--- config.mk ---
export PLATFORM = sky130hd
export DESIGN_NAME = drive_mode_arbiter_top
export DESIGN_NICKNAME = d
export VERILOG_FILES = /design/src/rtl/drv_arb_pkg.sv /design/src/rtl/drive_mode_arbiter_top.sv /design/src/rtl/drv_arb_ctrl.sv /design/src/rtl/drv_arb_dp.sv
export SDC_FILE = /design/constraint.sdc
export NUM_CORES = 2
export LEC_CHECK = 0
export CAP_MARGIN = 20
export CORE_MARGIN = 4
export CORE_UTILIZATION = 30
export CTS_CLUSTER_DIAMETER = 100
export DETAILED_ROUTE_END_ITERATION = 10
export DONT_BUFFER_PORTS = 1
export GPL_ROUTABILITY_DRIVEN = 0
export HOLD_SLACK_MARGIN = 0.05
export RECOVER_POWER = 50
export SKIP_CTS_REPAIR_TIMING = 1
export SYNTH_ARGS = -nofsm -noshare
export SYNTH_HDL_FRONTEND = slang
export SYNTH_SLANG_ARGS = --single-unit
--- constraint.sdc ---
create_clock -name clock -period 10.7 [get_ports clock]
set_input_delay 0.535 -clock clock [delete_from_list [all_inputs] [get_ports clock]]
set_output_delay 0.535 -clock clock [all_outputs]
set_load 0.05 [all_outputs]
--- src/rtl/drv_arb_pkg.sv ---
package drv_arb_pkg;

   localparam int CONFIRM_TICKS_DEF = 5;
   localparam int RELEASE_TICKS_DEF = 5;

   localparam int CSR_IDX_W  = 3;
   localparam int CSR_DATA_W = 16;

   localparam int MAG_W  = 28;
   localparam int K_W    = 17;
   localparam int MK_W   = MAG_W + K_W;
   localparam int DEN_W  = 42;
   localparam int PROD_W = 63;
   localparam int NUM_W  = 64;
   localparam int QUO_W  = 29;
   localparam int CNT_W  = $clog2(QUO_W);

   localparam logic [21:0] PI_MICRO  = 22'd3141593;
   localparam logic [17:0] DEG_MILLI = 18'd180000;
   localparam logic [16:0] SERVO_ONE = 17'h10000;

   localparam logic [11:0] LANE_SPEED_RST      = 12'd150;
   localparam logic [15:0] FOLLOW_SPEED_RST    = 16'd1100;
   localparam logic [15:0] MIN_SPEED_RST       = 16'd900;
   localparam logic        KEEP_FORWARD_RST    = 1'b1;
   localparam logic [15:0] SERVO_CENTER_RST    = 16'd35717;
   localparam logic [15:0] YAW_GAIN_RST        = 16'd4915;
   localparam logic [7:0]  LEFT_SCALE_DEG_RST  = 8'd25;
   localparam logic [7:0]  RIGHT_SCALE_DEG_RST = 8'd20;

   typedef enum logic [CSR_IDX_W-1:0] {
      CSR_LANE_SPEED      = 3'd0,
      CSR_FOLLOW_SPEED    = 3'd1,
      CSR_MIN_SPEED       = 3'd2,
      CSR_KEEP_FORWARD    = 3'd3,
      CSR_SERVO_CENTER    = 3'd4,
      CSR_YAW_GAIN        = 3'd5,
      CSR_LEFT_SCALE_DEG  = 3'd6,
      CSR_RIGHT_SCALE_DEG = 3'd7
   } csr_index_type;

   typedef struct packed {
      logic capture;
      logic yaw_mul;
      logic scale_mul;
      logic prod_mul;
      logic rnd_load;
      logic div_step;
      logic load_out;
   } dp_cmd_type;

   typedef struct packed {
      logic need_servo;
   } dp_status_type;

endpackage

--- src/rtl/drive_mode_arbiter_top.sv ---
// Drive mode arbiter. One transaction per control tick: a cone detector with
// confirm and release tick counts selects lane mode (linear and angular
// commands) or cone mode (motor speed and a yaw-to-servo position in Q1.16).
// Lane ticks and cone ticks without a valid target go from acceptance to the
// done state, which loads the output register and raises rsp_valid; a cone
// tick with a valid target first passes three multiply steps, a rounding step
// and a bit-serial divider for the servo map. One transaction is processed at
// a time; the next is taken as soon as the result is in the output register,
// even while that result is still stalled. Registers are to be written over
// the csr port while no transaction is in flight; this is not enforced.
module drive_mode_arbiter_top
   import drv_arb_pkg::*;
#(
   parameter int CONFIRM_TICKS = CONFIRM_TICKS_DEF,
   parameter int RELEASE_TICKS = RELEASE_TICKS_DEF
)(
   input  logic                  clock,
   input  logic                  reset,
   input  logic                  csr_valid,
   output logic                  csr_ready,
   input  logic [CSR_IDX_W-1:0]  csr_index,
   input  logic [CSR_DATA_W-1:0] csr_wdata,
   input  logic                  req_valid,
   output logic                  req_stall,
   input  logic                  req_cone_seen,
   input  logic                  req_lane_ok,
   input  logic                  req_stop_request,
   input  logic signed [15:0]    req_lane_turn,
   input  logic signed [12:0]    req_target_yaw,
   output logic                  rsp_valid,
   input  logic                  rsp_stall,
   output logic                  rsp_mode,
   output logic [11:0]           rsp_linear_cmd,
   output logic signed [15:0]    rsp_angular_cmd,
   output logic [15:0]           rsp_motor_cmd,
   output logic [16:0]           rsp_servo_cmd,
   output logic [15:0]           rsp_entry_count
);

   dp_cmd_type    cmd;
   dp_status_type status;

   assign csr_ready = 1'b1;

   drv_arb_ctrl u_ctrl (
      .clock     (clock),
      .reset     (reset),
      .req_valid (req_valid),
      .req_stall (req_stall),
      .rsp_valid (rsp_valid),
      .rsp_stall (rsp_stall),
      .status    (status),
      .cmd       (cmd)
   );

   drv_arb_dp #(
      .CONFIRM_TICKS (CONFIRM_TICKS),
      .RELEASE_TICKS (RELEASE_TICKS)
   ) u_dp (
      .clock            (clock),
      .reset            (reset),
      .csr_valid        (csr_valid),
      .csr_index        (csr_index),
      .csr_wdata        (csr_wdata),
      .req_cone_seen    (req_cone_seen),
      .req_lane_ok      (req_lane_ok),
      .req_stop_request (req_stop_request),
      .req_lane_turn    (req_lane_turn),
      .req_target_yaw   (req_target_yaw),
      .rsp_mode         (rsp_mode),
      .rsp_linear_cmd   (rsp_linear_cmd),
      .rsp_angular_cmd  (rsp_angular_cmd),
      .rsp_motor_cmd    (rsp_motor_cmd),
      .rsp_servo_cmd    (rsp_servo_cmd),
      .rsp_entry_count  (rsp_entry_count),
      .cmd              (cmd),
      .status           (status)
   );

endmodule

--- src/rtl/drv_arb_ctrl.sv ---
module drv_arb_ctrl
   import drv_arb_pkg::*;
(
   input  logic          clock,
   input  logic          reset,
   input  logic          req_valid,
   output logic          req_stall,
   output logic          rsp_valid,
   input  logic          rsp_stall,
   input  dp_status_type status,
   output dp_cmd_type    cmd
);

   typedef enum logic [6:0] {
      S_IDLE  = 7'b0000001,
      S_YAW   = 7'b0000010,
      S_SCALE = 7'b0000100,
      S_PROD  = 7'b0001000,
      S_RND   = 7'b0010000,
      S_DIV   = 7'b0100000,
      S_DONE  = 7'b1000000
   } state_type;

   state_type        state_ff, state_in;
   logic [CNT_W-1:0] cnt_ff, cnt_in;
   logic             rsp_valid_ff, rsp_valid_in;

   always_comb begin
      state_in = state_ff;
      cnt_in   = cnt_ff;
      cmd      = '0;
      case (state_ff)
         S_IDLE: begin
            if (req_valid) begin
               cmd.capture = 1'b1;
               state_in    = status.need_servo ? S_YAW : S_DONE;
            end
         end
         S_YAW: begin
            cmd.yaw_mul = 1'b1;
            state_in    = S_SCALE;
         end
         S_SCALE: begin
            cmd.scale_mul = 1'b1;
            state_in      = S_PROD;
         end
         S_PROD: begin
            cmd.prod_mul = 1'b1;
            state_in     = S_RND;
         end
         S_RND: begin
            cmd.rnd_load = 1'b1;
            cnt_in       = CNT_W'(QUO_W - 1);
            state_in     = S_DIV;
         end
         S_DIV: begin
            cmd.div_step = 1'b1;
            if (cnt_ff == '0) begin
               state_in = S_DONE;
            end else begin
               cnt_in = cnt_ff - CNT_W'(1);
            end
         end
         S_DONE: begin
            if (!rsp_valid_ff || !rsp_stall) begin
               cmd.load_out = 1'b1;
               state_in     = S_IDLE;
            end
         end
         default: begin
            state_in = S_IDLE;
         end
      endcase
   end

   assign rsp_valid_in = cmd.load_out | (rsp_valid_ff & rsp_stall);

   always_ff @(posedge clock) begin
      if (reset) begin
         state_ff     <= S_IDLE;
         cnt_ff       <= '0;
         rsp_valid_ff <= 1'b0;
      end else begin
         state_ff     <= state_in;
         cnt_ff       <= cnt_in;
         rsp_valid_ff <= rsp_valid_in;
      end
   end

   assign req_stall = (state_ff != S_IDLE);
   assign rsp_valid = rsp_valid_ff;

endmodule

--- src/rtl/drv_arb_dp.sv ---
module drv_arb_dp
   import drv_arb_pkg::*;
#(
   parameter int CONFIRM_TICKS = CONFIRM_TICKS_DEF,
   parameter int RELEASE_TICKS = RELEASE_TICKS_DEF
)(
   input  logic                  clock,
   input  logic                  reset,
   input  logic                  csr_valid,
   input  logic [CSR_IDX_W-1:0]  csr_index,
   input  logic [CSR_DATA_W-1:0] csr_wdata,
   input  logic                  req_cone_seen,
   input  logic                  req_lane_ok,
   input  logic                  req_stop_request,
   input  logic signed [15:0]    req_lane_turn,
   input  logic signed [12:0]    req_target_yaw,
   output logic                  rsp_mode,
   output logic [11:0]           rsp_linear_cmd,
   output logic signed [15:0]    rsp_angular_cmd,
   output logic [15:0]           rsp_motor_cmd,
   output logic [16:0]           rsp_servo_cmd,
   output logic [15:0]           rsp_entry_count,
   input  dp_cmd_type            cmd,
   output dp_status_type         status
);

   localparam logic [7:0] CONFIRM_LIM = 8'(CONFIRM_TICKS);
   localparam logic [7:0] RELEASE_LIM = 8'(RELEASE_TICKS);

   logic [11:0] lane_speed_ff;
   logic [15:0] follow_speed_ff;
   logic [15:0] min_speed_ff;
   logic        keep_forward_ff;
   logic [15:0] servo_center_ff;
   logic [15:0] yaw_gain_ff;
   logic [7:0]  left_scale_ff;
   logic [7:0]  right_scale_ff;

   always_ff @(posedge clock) begin
      if (reset) begin
         lane_speed_ff   <= LANE_SPEED_RST;
         follow_speed_ff <= FOLLOW_SPEED_RST;
         min_speed_ff    <= MIN_SPEED_RST;
         keep_forward_ff <= KEEP_FORWARD_RST;
         servo_center_ff <= SERVO_CENTER_RST;
         yaw_gain_ff     <= YAW_GAIN_RST;
         left_scale_ff   <= LEFT_SCALE_DEG_RST;
         right_scale_ff  <= RIGHT_SCALE_DEG_RST;
      end else if (csr_valid) begin
         case (csr_index_type'(csr_index))
            CSR_LANE_SPEED:      lane_speed_ff   <= csr_wdata[11:0];
            CSR_FOLLOW_SPEED:    follow_speed_ff <= csr_wdata;
            CSR_MIN_SPEED:       min_speed_ff    <= csr_wdata;
            CSR_KEEP_FORWARD:    keep_forward_ff <= csr_wdata[0];
            CSR_SERVO_CENTER:    servo_center_ff <= csr_wdata;
            CSR_YAW_GAIN:        yaw_gain_ff     <= csr_wdata;
            CSR_LEFT_SCALE_DEG:  left_scale_ff   <= csr_wdata[7:0];
            CSR_RIGHT_SCALE_DEG: right_scale_ff  <= csr_wdata[7:0];
            default: ;
         endcase
      end
   end

   // detector
   logic        on_started_ff, on_started_in;
   logic [7:0]  on_ticks_ff, on_ticks_in;
   logic        ever_seen_ff, ever_seen_in;
   logic [7:0]  off_ticks_ff, off_ticks_in;
   logic        confirmed_ff, confirmed_in;
   logic        prev_mode_ff;
   logic [15:0] entries_ff, entries_in;

   function automatic logic [7:0] sat_inc8(input logic [7:0] v);
      return (v == 8'hFF) ? v : v + 8'd1;
   endfunction

   always_comb begin
      on_started_in = on_started_ff;
      on_ticks_in   = on_started_ff ? sat_inc8(on_ticks_ff) : on_ticks_ff;
      ever_seen_in  = ever_seen_ff;
      off_ticks_in  = off_ticks_ff;
      confirmed_in  = confirmed_ff;
      if (req_cone_seen) begin
         if (!on_started_ff) begin
            on_started_in = 1'b1;
            on_ticks_in   = 8'd0;
         end
         if (on_ticks_in >= CONFIRM_LIM) begin
            confirmed_in = 1'b1;
         end
         ever_seen_in = 1'b1;
         off_ticks_in = 8'd0;
      end else if (ever_seen_ff) begin
         off_ticks_in = sat_inc8(off_ticks_ff);
         if (off_ticks_in >= RELEASE_LIM) begin
            confirmed_in  = 1'b0;
            on_started_in = 1'b0;
            on_ticks_in   = 8'd0;
         end
      end else begin
         confirmed_in = 1'b0;
      end
      entries_in = entries_ff + 16'(confirmed_in & ~prev_mode_ff);
   end

   assign status.need_servo = confirmed_in & req_cone_seen;

   always_ff @(posedge clock) begin
      if (reset) begin
         on_started_ff <= 1'b0;
         on_ticks_ff   <= '0;
         ever_seen_ff  <= 1'b0;
         off_ticks_ff  <= '0;
         confirmed_ff  <= 1'b0;
         prev_mode_ff  <= 1'b0;
         entries_ff    <= '0;
      end else if (cmd.capture) begin
         on_started_ff <= on_started_in;
         on_ticks_ff   <= on_ticks_in;
         ever_seen_ff  <= ever_seen_in;
         off_ticks_ff  <= off_ticks_in;
         confirmed_ff  <= confirmed_in;
         prev_mode_ff  <= confirmed_in;
         entries_ff    <= entries_in;
      end
   end

   // transaction capture
   logic               seen_ff;
   logic               lane_ok_ff;
   logic               stop_ff;
   logic signed [15:0] turn_ff;
   logic signed [12:0] yaw_ff;

   always_ff @(posedge clock) begin
      if (cmd.capture) begin
         seen_ff    <= req_cone_seen;
         lane_ok_ff <= req_lane_ok;
         stop_ff    <= req_stop_request;
         turn_ff    <= req_lane_turn;
         yaw_ff     <= req_target_yaw;
      end
   end

   // servo map: multiply steps, then bit-serial rounded divide
   logic signed [29:0] p;
   logic [29:0]        p_abs;
   logic [K_W-1:0]     k;
   logic [7:0]         sc;
   logic [7:0]         sc1;
   logic [29:0]        pi_sc;
   logic [MK_W-1:0]    mk;
   logic [NUM_W-1:0]   num;
   logic [DEN_W:0]     trial;
   logic               ge;

   logic               neg_ff;
   logic [MAG_W-1:0]   mag_ff;
   logic [MK_W-1:0]    mk_ff;
   logic [DEN_W-1:0]   den_ff;
   logic [PROD_W-1:0]  prod_ff;
   logic [DEN_W-1:0]   rem_ff;
   logic [QUO_W-1:0]   quo_ff;

   assign p     = 30'(yaw_ff) * 30'($signed({1'b0, yaw_gain_ff}));
   assign p_abs = p[29] ? 30'(-p) : 30'(p);
   assign k     = neg_ff ? {1'b0, servo_center_ff} : SERVO_ONE - {1'b0, servo_center_ff};
   assign sc    = neg_ff ? left_scale_ff : right_scale_ff;
   assign sc1   = (sc == 8'd0) ? 8'd1 : sc;
   assign pi_sc = 30'(PI_MICRO) * 30'(sc1);
   assign mk    = MK_W'(mag_ff) * MK_W'(k);
   assign num   = {1'b0, prod_ff} + {{(NUM_W - DEN_W + 1){1'b0}}, den_ff[DEN_W-1:1]};
   assign trial = {rem_ff, quo_ff[QUO_W-1]};
   assign ge    = (trial >= {1'b0, den_ff});

   always_ff @(posedge clock) begin
      if (cmd.yaw_mul) begin
         neg_ff <= p[29];
         mag_ff <= p_abs[MAG_W-1:0];
      end
      if (cmd.scale_mul) begin
         mk_ff  <= mk;
         den_ff <= {pi_sc, 12'd0};
      end
      if (cmd.prod_mul) begin
         prod_ff <= PROD_W'(mk_ff) * PROD_W'(DEG_MILLI);
      end
      if (cmd.rnd_load) begin
         rem_ff <= {{(DEN_W - (NUM_W - QUO_W)){1'b0}}, num[NUM_W-1:QUO_W]};
         quo_ff <= num[QUO_W-1:0];
      end else if (cmd.div_step) begin
         rem_ff <= ge ? DEN_W'(trial - {1'b0, den_ff}) : trial[DEN_W-1:0];
         quo_ff <= {quo_ff[QUO_W-2:0], ge};
      end
   end

   logic [QUO_W-1:0] center_w;
   logic [QUO_W:0]   up_sum;
   logic [16:0]      servo_map;

   assign center_w = {{(QUO_W - 16){1'b0}}, servo_center_ff};
   assign up_sum   = {1'b0, center_w} + {1'b0, quo_ff};

   always_comb begin
      if (neg_ff) begin
         servo_map = (quo_ff > center_w) ? 17'd0 : 17'(center_w - quo_ff);
      end else begin
         servo_map = (up_sum > {{(QUO_W - 16){1'b0}}, SERVO_ONE}) ? SERVO_ONE
                                                                  : up_sum[16:0];
      end
   end

   // result register
   always_ff @(posedge clock) begin
      if (cmd.load_out) begin
         rsp_mode        <= prev_mode_ff;
         rsp_entry_count <= entries_ff;
         rsp_linear_cmd  <= '0;
         rsp_angular_cmd <= '0;
         rsp_motor_cmd   <= '0;
         rsp_servo_cmd   <= '0;
         if (prev_mode_ff) begin
            if (seen_ff) begin
               rsp_motor_cmd <= follow_speed_ff;
               rsp_servo_cmd <= servo_map;
            end else begin
               rsp_motor_cmd <= keep_forward_ff ? min_speed_ff : 16'd0;
               rsp_servo_cmd <= {1'b0, servo_center_ff};
            end
         end else if (lane_ok_ff) begin
            rsp_linear_cmd  <= stop_ff ? 12'd0 : lane_speed_ff;
            rsp_angular_cmd <= turn_ff;
         end
      end
   end

endmodule
# == Yosys cells after proc, flatten, opt, wreduce, memory -nomap -nowiden ==
# Index checks and enable logic that the tools add are counted.
# op_classes
addsub,10
multipliers,4
order_cmp,5
eq_ne,21
mux,48
n_bitwise,6
reduce_logical,26
# ops
cell,count
$mux 8,12
$mux 35,2
$mux 17,4
$add 63x41->64,1
$mul 45x13->58 const B,1
$mux 29,2
$pmux 7 s7,1
$mux 16,3
$mul 28x17->45,1
$ge 43x42->1,1
$mux 42,1
$sub 42x42->42,1
$add 16x29->30,1
$gt 30x17->1 const B,1
$mul 13x17->30,1
$mul 22x8->30 const A,1
$gt 29x16->1,1
$mux 28,1
$mux 7,4
$neg 28->28,1
$reduce_and 2->1,12
$sub 16x17->17,1
$sub 17x16->17 const A,1
$add 16x16->16,1
34 further kinds,64
# word_totals
register_bits,484
inputBits,56
out_inout_bits,81
wordCells,157

# == Longest topological paths before layout ==
# depth
ltp_word,12
ltp_mapped,33
ltp_nobuf,31

# == Hierarchy ==
# From an unflattened synthesis, not the netlist that was laid out.
# hier_totals
cells_unflattened,6565
area_unflattened_um2,61890.6
# by_module_without_submodules
module,n_inst,cells_each,area_per_inst_um2,seq_area_each_um2
drv_arb_dp,1,6484,61133.6,12792.3
drv_arb_ctrl,1,79,745.7,260.2
drive_mode_arbiter_top,1,2,11.3,0.0

# == Least setup slack after synthesis ==
# OpenSTA, ideal clock, no wires.
# synth_timing
kind,flip-flop to flip-flop
from,register u_dp.servo_center_ff[1]
to,register u_dp.mk_ff[44] (data pin)
setup_time_ns,0.258
arrival_ns,7.902
required_ns,10.442
slack_ns,2.541
path_stages_with_launch,32
path_buffers,2
synth_period_minus_slack_ns,8.159
path_cell_list,dfxtp_1 -> inv_1 -> ha_1 -> nand4_1 -> or3_1 -> nor4b_1 -> nor2_1 -> xnor2_1 -> clkbuf_1 -> nand2_1 -> fa_1 -> inv_1 -> fa_1 -> fa_1 -> fa_1 -> fa_1 -> inv_1 -> fa_1 -> inv_1 -> ha_1 -> clkbuf_1 -> and4_1 -> and3_1 -> nand2_1 -> nand3_1 -> a41oi_1 -> o41ai_1 -> o31ai_1 -> o221ai_1 -> a41o_1 -> o41a_1 -> xnor2_1
# synth_between
elab_chain_len,3
# synth_lines
item,line_no,text
start: declaration,drv_arb_dp.sv:34,logic [15:0] servo_center_ff;
start signal: assignment,drv_arb_dp.sv:55,CSR_SERVO_CENTER: servo_center_ff <= csr_wdata;
$sub 17x16->17,drv_arb_dp.sv:167,"assign k = neg_ff ? {1'b0, servo_center_ff} : SERVO_ONE - {1'b0, servo_center_ff};"
$mux 17 (*),drv_arb_dp.sv:167,
$mul 28x17->45 (*),drv_arb_dp.sv:171,assign mk = MK_W'(mag_ff) * MK_W'(k);
net u_dp.mk[44],drv_arb_dp.sv:152,logic [MK_W-1:0] mk;
end signal: assignment,drv_arb_dp.sv:182,mk_ff <= mk;
end: declaration,drv_arb_dp.sv:159,logic [MK_W-1:0] mk_ff;
# The timed path passes the listed nets; every way through them passes the cells marked *.
# A chain may end at the register's enable or synchronous reset.

# == Final worst setup path ==
# Ends and elaborated chain as after synthesis.

==> flow_metrics.env <==
export IMPL_grt_total_usage_pct=13.9
export IMPL_outcome="complete, but fails checks"
export IMPL_grt_max_degree=107
export IMPL_slew_viol_final=195
export IMPL_rows=166
export IMPL_cts_sinks=484
export IMPL_clkLatencyLatePin_ps=680
export IMPL_worstSetupPathDepth=30
export IMPL_cap_violations=4
export IMPL_r2r_worst_path_cells=30
export IMPL_synth_edf_count=336
export IMPL_coreArea_um2=205000
export IMPL_rsz0062_at_grt="false"
export IMPL_start_util_pct=30.2
export IMPL_numCtsBuffers=60
export IMPL_end_kind="flip-flop"
export IMPL_final_cell_mix="inv_1, fa_1, nand2_1"
export IMPL_ys_types=97
export IMPL_syn_area_per_cell_um2=9.38
export IMPL_clkTransAtPathRegs_ps=60
export IMPL_die_area_um2=214000
export IMPL_crit_arrival_ps=9780
export IMPL_power_frac_seq_pct=24.0
export IMPL_final_common_cell="inv_1"
export IMPL_via_per_inst=4.79
export IMPL_die_height_um=462
export IMPL_required_ps=11080
export IMPL_cts_buffer_depth=3
export IMPL_syn_inst=6603
export IMPL_max_freq_mhz=106
export IMPL_vdd_drop_max_v=0.000304
export IMPL_ys_flop_type="edfxtp_1"
export IMPL_drt_iter0_drc=2841
export IMPL_p_per_area_nw_per_um2=144
export IMPL_htreeDepth=2
export IMPL_antenna_found_initial=4
export IMPL_drc=0
export IMPL_syn_area_um2=61900
export IMPL_fin_util_pct=32.9
export IMPL_async_flop_share_pct=0
export IMPL_power_frac_comb_pct=54.1
export IMPL_clock_skew_ps=56.9
export IMPL_min_delay_path_class="input port to flip-flop"
export IMPL_setup_viol=0
export IMPL_nets=8098
export IMPL_ioPinCount=137
export IMPL_cts_root_buffer="clkbuf_16"
export IMPL_hold_depth=3
export IMPL_first_pass_iters=6
export IMPL_hold_viol=0
export IMPL_crit_fanout=15
export IMPL_routed_wirelength_um=151000
export IMPL_yosysSeqAreaShare_pct=21.1
export IMPL_grt_overflow_total=0
export IMPL_internal_power_mw=5.76
export IMPL_relSlewSlack_pct=-125
export IMPL_die_w_um=462
export IMPL_placement_io_buffers=0
export IMPL_swShare_pct=40.7
export IMPL_drtAntennaViolNets=0
export IMPL_critPathBufInv=5
export IMPL_cpMostUsedCell="fa_1"
export IMPL_first_global_vias=46200
export IMPL_wl_per_cell_um=16.2
export IMPL_violations="max-capacitance violations, max-slew violations"
export IMPL_r2r_slack_ps=1300
export IMPL_synth_seq_cells=484
export IMPL_grt_pass1_wl_um=246000
export IMPL_hpwl_um=121000
export IMPL_p_sw_mw=3.96
export IMPL_cp_slowest_cell="xnor2_2"
export IMPL_criticalPathCategory="flip-flop to flip-flop"
export IMPL_layout_drive_gt1_share_pct=3.58
export IMPL_max_stage_delay_ps=650
export IMPL_fin_crit_sh_pct=87.8
export IMPL_fin_tns_setup_ps=0
export IMPL_yosysWarnings=0
export IMPL_cts_tree="done"
export IMPL_worst_pin_slew_ps=3370
export IMPL_post_route_min_period_ps=9400
export IMPL_vias=44400
export IMPL_syn_to_final_growth_pct=9.06
export IMPL_syn_num_nets=8164
export IMPL_critPathTopFamily="adder cells"
export IMPL_critPathLaunchType="flip-flop"
export IMPL_clkPwrFrac_pct=21.9
export IMPL_leakage_nw=31.4
## cells in the mapped netlist, types with 98 or more instances
cell	n	area, µm²
inv_1	1368	5130
fa_1	898	18000
nand2_1	828	3110
ha_1	607	7590
edfxtp_1	336	10100
a21oi_1	293	1470
and2_1	263	1650
nor2_1	230	863
clkbuf_1	195	732
xnor2_1	194	1700
o21ai_0	187	936
dfxtp_1	148	2960
a21o_1	109	818
nand3_1	98	490
## area by class of cell
type	count	area, µm²
repair buffers	91	847
flip-flops and latches	484	13100
multi-input cells	4526	43000
clock inverters	36	410
diodes	1	2.50
clock buffers	76	1700
inverters	1374	5160
fillers	20800	137000
well taps	2688	3360
## per-stage QoR
| step | worst slack [ps] | hold WS [ps] | instances | area, µm² | power (mW) |
|---|---|---|---|---|---|
| final | 1300 | 82.4 | 9276 | 67500 | 9.72 |
| after floorplan | 2540 | 428 | 6603 | 61900 | 6.57 |
| after detailed placement | 1370 | 441 | 9106 | 64900 | 7.59 |
| after CTS | 1300 | -127 | 9218 | 67000 | 9.78 |
| after global routing | 802 | 79.0 | 9276 | 67500 | 10.6 |
| after global placement | 1430 | 437 | 9104 | 64800 | 7.53 |
## state kept, by name, indices dropped and copies added (netlist names), 12 cells and up
signal                flops
u_dp.rsp_angular_cmd     16
u_dp.rsp_entry_count     16
u_dp.mag_ff              28
u_dp.rsp_servo_cmd       17
u_dp.turn_ff             16
u_dp.yaw_gain_ff         16
u_dp.rsp_motor_cmd       16
u_dp.follow_speed_ff     16
u_dp.min_speed_ff        16
u_dp.rsp_linear_cmd      12
u_dp.prod_ff             58
u_dp.rem_ff              42
u_dp.yaw_ff              13
u_dp.servo_center_ff     16
u_dp.den_ff              30
u_dp.entries_ff          16
u_dp.mk_ff               45
u_dp.lane_speed_ff       12
u_dp.quo_ff              29
## path summary, 6_finish.rpt
kind / startpoint / to
worst max register to register: u_dp.servo_center_ff[1] / u_dp.mk_ff[44]
worst min register to register: u_dp.right_scale_ff[1] / u_dp.right_scale_ff[1]
worst min-delay path: req_cone_seen / u_dp.off_ticks_ff[1]
worst max-delay path: u_dp.servo_center_ff[1] / u_dp.mk_ff[44]
## metal layers
metal	share of wire, %	track usage [%]	wire [µm]	up-vias
met5	0.013	0	20	-
met4	2.9	3.95	4300	2
met3	5.2	2.02	7820	232
met2	49	24.0	73200	1034
met1	43	18.2	65400	22300
li1	-	-	-	20900
## power groups by stage
stage	Combinational, mW	Clock [mW]	Sequential, mW
6_report	5.26	2.13	2.33
3_5_place_dp	5.22	0	2.37
4_1_cts	5.26	2.19	2.33
2_1_floorplan	4.23	0	2.34
5_1_grt	5.96	2.27	2.34
3_3_place_gp	5.16	0	2.37
## cell families after synthesis
family | after synthesis | synth area share [%]
adders and majority gates | 1505 | 41.3
and+or+nand+nor | 1756 | 13.4
xor gates and xnor gates | 284 | 4.02
buffers and inverters | 1593 | 9.71
DFF | 484 | 21.1
AOI/OAI and AO/OA | 935 | 9.76
muxes | 45 | 0.772
other | 1 | 0.00606
## worst min-delay path, cell delays in order
cell     delay [ps]
nor2_1           30
a21oi_1         110
nor2_1           40
Power figures use the tool's default switching activity.
